<file path="config.mk">
export PLATFORM = sky130hd
export DESIGN_NAME = vpi_ram
export DESIGN_NICKNAME = d
export VERILOG_FILES = /design/src/hw/rtl/vpi_ram.sv
export SDC_FILE = /design/constraint.sdc
export NUM_CORES = 1
export LEC_CHECK = 0
export BUFFER_PORTS_ARGS = -buffer_cell sky130_fd_sc_hd__buf_2
export CORE_ASPECT_RATIO = 1.4
export CORE_UTILIZATION = 45
export CTS_CLUSTER_SIZE = 20
export DETAILED_ROUTE_END_ITERATION = 8
export GPL_TIMING_DRIVEN = 0
export PLACE_DENSITY = 0.71
export SYNTH_ARGS = -nofsm -noshare
export SYNTH_HDL_FRONTEND = slang
export SYNTH_SLANG_ARGS = --single-unit
</file>
<file path="constraint.sdc">
create_clock -name clk -period 1.97 [get_ports clk]
set_clock_uncertainty 0.05 [all_clocks]
set_input_delay 0.197 -clock clk [delete_from_list [all_inputs] [get_ports clk]]
set_output_delay 0.197 -clock clk [all_outputs]
set_load 0.02 [all_outputs]
</file>
<file path="src/hw/rtl/vpi_ram.sv">
// ----------------------------------------------------------------------------
// vpi_ram
// Generic single-clock RAM, one write port, one read port, registered read.
// ----------------------------------------------------------------------------
module vpi_ram #(
  parameter int WIDTH = 8,
  parameter int DEPTH = 16
) (
  input  logic                                        clk,
  input  logic                                        we,
  input  logic [((DEPTH > 1) ? $clog2(DEPTH) : 1)-1:0] waddr,
  input  logic [WIDTH-1:0]                            wdata,
  input  logic                                        re,
  input  logic [((DEPTH > 1) ? $clog2(DEPTH) : 1)-1:0] raddr,
  output logic [WIDTH-1:0]                            rdata
);

  logic [WIDTH-1:0] mem [DEPTH];

  always_ff @(posedge clk) begin
    if (we) begin
      mem[waddr] <= wdata;
    end
    if (re) begin
      rdata <= mem[raddr];
    end
  end

endmodule

</file>
==> results of run 1 <==
==> state kept, by name (all words and copies together), names as in the netlist <==
register / flops
rdata: 8
mem: 128
==> routing by layer <==
metal	track usage (%)	share of wire, %	vias up
li1	-	-	1070
met1	21.0	38	1214
met2	30.5	53	83
met3	4.99	5.4	23
met5	0	0	-
met4	9.77	3.3	0
==> synthesized netlist by cell type (all sizes together) <==
| cell type | number |
|---|---|
| a22oi | 16 |
| and2 | 1 |
| and2b | 1 |
| buf | 7 |
| clkdlybuf4s25 | 3 |
| edfxtp | 136 |
| mux4 | 32 |
| nand2 | 9 |
| nand2b | 2 |
| nand3 | 1 |
| nand3b | 2 |
| nor2 | 13 |
| nor2b | 1 |
| nor3 | 4 |
| or3b | 1 |
==> kinds of logic after synthesis <==
kind of cell,count (synthesis)
buffers and inverters,10
AO/OA/AOI/OAI,16
AND/OR/NAND/NOR,35
multiplexers,32
flip-flops,136
==> worst register-to-register path, delay by kind of cell, from the launching register on <==
kind / cells / cell delay (ns)
mux: 1 / 0.56
simple gates: 1 / 0.13
compound gates: 1 / 0.28
flops: 1 / 0.35
==> worst min path at each step <==
stage / start / endpoint / slack, ns
floorplan: wdata[0] / mem[0][0] / 0.25
global placement: re / rdata[0] / 0.47
detailed placement: re / rdata[5] / 0.49
CTS: re / rdata[5] / 0.06
global route: re / rdata[5] / 0.06
finish: re / rdata[5] / 0.07
==> layout make-up <==
type                            count  share of cell area [%]
Buffer                             10                    1.42
Clock inverter                     14                    2.20
Multi-Input combinational cell     83                    17.3
Timing Repair Buffer               25                    2.05
Sequential cell                   136                    67.0
Clock buffer                       18                    7.04
Tap cell                          144                    2.96
==> report_power, final <==
| part | switching (mW) | leakage (nW) | internal (mW) |
|---|---|---|---|
| Clock | 1.11 | 0.273 | 1.84 |
| Sequential | 0.0138 | 1.24 | 3.26 |
| Combinational | 0.195 | 0.518 | 0.126 |
==> stage by stage <==
stage / instance area (µm²) / worst slack, ns
floorplan: 5230 / 0.230
global placement: 5530 / -0.304
detailed placement: 5530 / -0.302
CTS: 6100 / 0.130
global route: 6100 / 0.0448
finish: 6100 / 0.141
==> layout by cell type (no fill, tap or decap), types with 2 or more instances in the layout <==
cell type,count
clkinv_2,6
clkinv_4,2
clkbuf_16,17
nand3b_1,2
edfxtp_1,136
nand2_1,9
clkinvlp_4,3
nor3_1,4
bufinv_16,2
a22oi_1,16
buf_2,28
buf_6,3
clkdlybuf4s25_2,3
mux4_2,18
nand2b_1,2
nor2_1,13
mux4_1,14
==> impl_metrics.yaml, run 1 <==
worst_setup_path:
  crit_start: "waddr[2]"
  end_kind: "flop"
  worstPathRequired_ns: 1.95
  setup.worst_path.class: "in -> reg"
  start_kind: "input pin"
  crit_path_max_incr_delay_ns: 0.96
  r2r_start: "mem[1][2]"
  r2r_cells: 3
  crit_path_top_delay_cell: "nor3_1"
  cp-endpoint: "mem[0][4]"
  reg2reg_setup_slack_ns: 0.35
  cp_top_family: "simple AND/OR/NAND/NOR gates"
  crit_fanout: 8
  arrival_ns: 1.80
  worstReg2RegEnd: "rdata[2]"
  cp.buffers_inverters: 1
  crit_cells: 3
  crit_chain: "buf_2 -> or3b_2 -> nor3_1"
die:
  die_w_um: 93.1
  coreArea_um2: 11300
  start_util_pct: 46.1
  ioPinCount: 27
  core.rowCount: 46
  die_h_um: 130
  die_area_um2: 12100
global_routing:
  grt_overflow_total: 0
  grt_antenna_before_repair: 0
  grt_max_degree: 17
  grt_pass1_wl_um: 14500
  grt_pass1_vias: 2502
  grt.total_usage_pct: 18.1
sta:
  post-route-min-period_ns: 1.83
  drv_slew: 0
  setup_viol: 0
  clock.fmax_ghz: 0.547
  timing.setup.tns_ns: 0
  tightest_slew_ns: 1.36
  hold_violations: 0
  rsz0062_at_grt: "false"
  slew_headroom_pct: 8.97
  holdWs_ns: 0.0655
  min_period_over_period_pct: 92.8
logic_synthesis:
  synthesis.area_um2: 5230
  ys_seq_area_share_pct: 78.1
  syn_avg_cell_area_um2: 22.8
  ys_ff_latch: 136
  synth.distinct_cells: 18
  synth_top_area_share_pct: 78.1
  synthCells: 229
  muxShareOfSynthArea_pct: 14.8
  synth_simple_gate_area_share_pct: 3.14
  synth_xor_area_share_pct: 0
  syn_nets: 248
  synth_compound_area_share_pct: 2.30
  yosysWarnings: 0
  post_synth_fa_ha_maj_area_fraction_pct: 0
  synth_top_family_by_area: "multiplexers"
  synth_top_area_cell: "edfxtp_1"
  synth_area_leaders: "edfxtp_1, mux4_2, mux4_1"
job:
  max_cap_violations: 0
clock_tree:
  cts_num_sinks: 136
  cts_tree: "done"
  insertion_delay_ns: 0.42
  ctsResizeCount: 0
  cts_buffers: 17
  cts_hold_buffers: 0
  clockBufferDepth: 2
  clockRootBuffer: "clkbuf_16"
  post_cts_buffers: 0
  htree_levels: 4
  clkTransAtPathRegs_ns: 0.06
finish:
  final_cells: 430
  layout-drive-gt1-share_pct: 29.4
  final_core_util_pct: 53.8
  synthToLayoutAreaGrowth_pct: 16.6
  antenna_cells: 0
  num-nets-final: 292
  fillCellCount: 824
  regArea_um2: 4080
  multi_input_area_um2: 1060
min_path:
  holdPathStages: 1
  hold_path.class: "in -> reg"
route:
  drt-total-wl_um: 9680
  drc: 0
  wl_per_cell_um: 22.5
  first_iter_violations: 225
  postRouteAntennaNets: 0
  dr_total_vias: 2390
  vias_per_cell: 5.56
  drt-pass1-iter-count: 4
pwr:
  power.leakage_nw: 2.03
  vdd_drop_max_mv: 0.618
  p_per_area_nw_per_um2: 1070
  power.total_mw: 6.55
placement:
  numPlacedInstances: 398
  gp_congestion: 0.782
  hpwl_um: 6300
  portBuffers: 25
run_status:
  outcome: "complete, no violations"
(Power assumes the default switching activity.)
==> run 2: changes to the inputs <==
- CORE_UTILIZATION: 45 -> 38
- PLACE_DENSITY: 0.71 -> 0.63
==> run 2 against run 1 <==
Net effect:
- combinational power is essentially flat
- flip-flop and latch count is the same
- critical path depth is the same
- first-iteration DRC count shrank 19%
- cell count grew 9.1%
- total power shrank 0.89%
- global-route usage shrank 2.8 points
- critical path type unchanged
- largest cell class unchanged
- highest routed layer unchanged
==> impl_metrics.yaml, run 2 (synthesis gave the netlist of run 1 again) <==
route:
  wl_per_cell_um: 21.1
  vias_per_cell: 5.06
  dr_total_vias: 2374
  drc: 0
  drt-total-wl_um: 9880
  drt-pass1-iter-count: 4
  first_iter_violations: 182
  postRouteAntennaNets: 0
sta:
  timing.setup.tns_ns: 0
  rsz0062_at_grt: "false"
  post-route-min-period_ns: 1.82
  drv_slew: 0
  setup_viol: 0
  tightest_slew_ns: 1.28
  fin_ws_ns: 0.146
  slew_headroom_pct: 13.9
  min_period_over_period_pct: 92.6
  clock.fmax_ghz: 0.548
  hold_violations: 0
worst_setup_path:
  r2r_start: "mem[1][0]"
  setup.worst_path.class: "in -> reg"
  cp_top_family: "simple AND/OR/NAND/NOR gates"
  crit_cells: 3
  worstPathRequired_ns: 1.94
  crit_path_top_delay_cell: "nor3_1"
  worstReg2RegEnd: "rdata[0]"
  arrival_ns: 1.79
  crit_chain: "buf_2 -> or3b_2 -> nor3_1"
  reg2reg_setup_slack_ns: 0.36
  crit_path_max_incr_delay_ns: 0.95
  r2r_cells: 3
  cp.buffers_inverters: 1
  end_kind: "flop"
  start_kind: "input pin"
  crit_fanout: 8
  crit_start: "waddr[2]"
  cp-endpoint: "mem[0][1]"
finish:
  final_core_util_pct: 45.8
  fillCellCount: 1145
  top_regs: "mem (128), rdata (8)"
  layout_commonest_cell: "edfxtp_1"
  multi_input_area_um2: 1060
  num-nets-final: 293
  antenna_cells: 0
  synthToLayoutAreaGrowth_pct: 17.3
  largest_register_ffs: 128
  mostFrequentLayoutCells: "edfxtp_1, buf_2, mux4_2, clkbuf_16, a22oi_1"
  max_flop_register: "mem"
  layout-drive-gt1-share_pct: 27.2
  regArea_um2: 4080
pwr:
  p_per_area_nw_per_um2: 1060
  vdd_drop_max_mv: 0.554
  seqPwrFrac_pct: 50.5
  power.total_mw: 6.49
  p_int_mw: 5.21
  swShare_pct: 19.7
  pwr-share-clk_pct: 44.6
  power.leakage_nw: 2.02
  pwr-share-comb_pct: 4.9
  switchingPower_mw: 1.28
die:
  start_util_pct: 39.0
  ioPinCount: 27
  core.rowCount: 50
  die_h_um: 141
  coreArea_um2: 13400
  die_w_um: 101
  die_area_um2: 14200
run_status:
  outcome: "complete, no violations"
min_path:
  hold_path.class: "in -> reg"
clock_tree:
  cts_tree: "done"
  insertion_delay_ns: 0.41
  cts_buffers: 17
  clkTransAtPathRegs_ns: 0.05
  clockRootBuffer: "clkbuf_16"
  cts_hold_buffers: 0
  htree_levels: 4
  clockBufferDepth: 2
  ctsResizeCount: 0
  cts_num_sinks: 136
  post_cts_buffers: 0
job:
  max_cap_violations: 0
placement:
  hpwl_um: 6440
  gp_congestion: 0.747
  place_ws_ns: -0.316
  portBuffers: 25
global_routing:
  grt.total_usage_pct: 15.3
  grt_max_degree: 17
  grt_overflow_total: 0
  grt_pass1_vias: 2417
  grt_antenna_before_repair: 0
  grt_pass1_wl_um: 14700
## run 2: cell count changes in the layout (fill, tap and decap cells not counted), sizes merged
cell	change
buf	+1
clkbuf	+1
clkinvlp	-1
## run 2: through the flow
stage	instances	hold slack (ns)	instance area (µm²)
floorplan	229	0.246	5230
global placement	436	0.476	5580
detailed placement	436	0.485	5580
CTS	468	0.0621	6120
global route	469	0.0771	6130
finish	469	0.0688	6130
## run 2: final cells by class
type	count	area share (%)
repair buffers	26	2.16
well taps	182	3.71
multi-input cells	83	17.2
flip-flops and latches	136	66.6
clock buffers	19	7.06
clock inverters	13	1.82
plain buffers	10	1.41
## run 2: power groups by stage
stage | clock network (mW) | registers, mW | logic, mW
2_1_floorplan | 0 | 3.35 | 0.165
3_3_place_gp | 0 | 3.33 | 0.319
3_5_place_dp | 0 | 3.34 | 0.324
4_1_cts | 2.92 | 3.28 | 0.325
5_1_grt | 3.04 | 3.28 | 0.344
6_report | 2.89 | 3.28 | 0.318
## run 2: worst min-delay path by stage
stage / from / to / slack [ns] / cells after the start
after floorplan: wdata[0] / mem[0][0] / 0.25 / 0
after detailed placement: re / rdata[0] / 0.49 / 1
final: re / rdata[0] / 0.07 / 1
after global placement: re / rdata[0] / 0.48 / 1
after CTS: re / rdata[5] / 0.06 / 1
after global routing: re / rdata[5] / 0.08 / 1
## run 2: metal layers
| metal | wire length (µm) | GRT usage (%) |
|---|---|---|
| met1 | 4040 | 19.4 |
| met2 | 5050 | 24.8 |
| met3 | 580 | 3.67 |
| met4 | 213 | 6.94 |
| met5 | 0 | 0 |
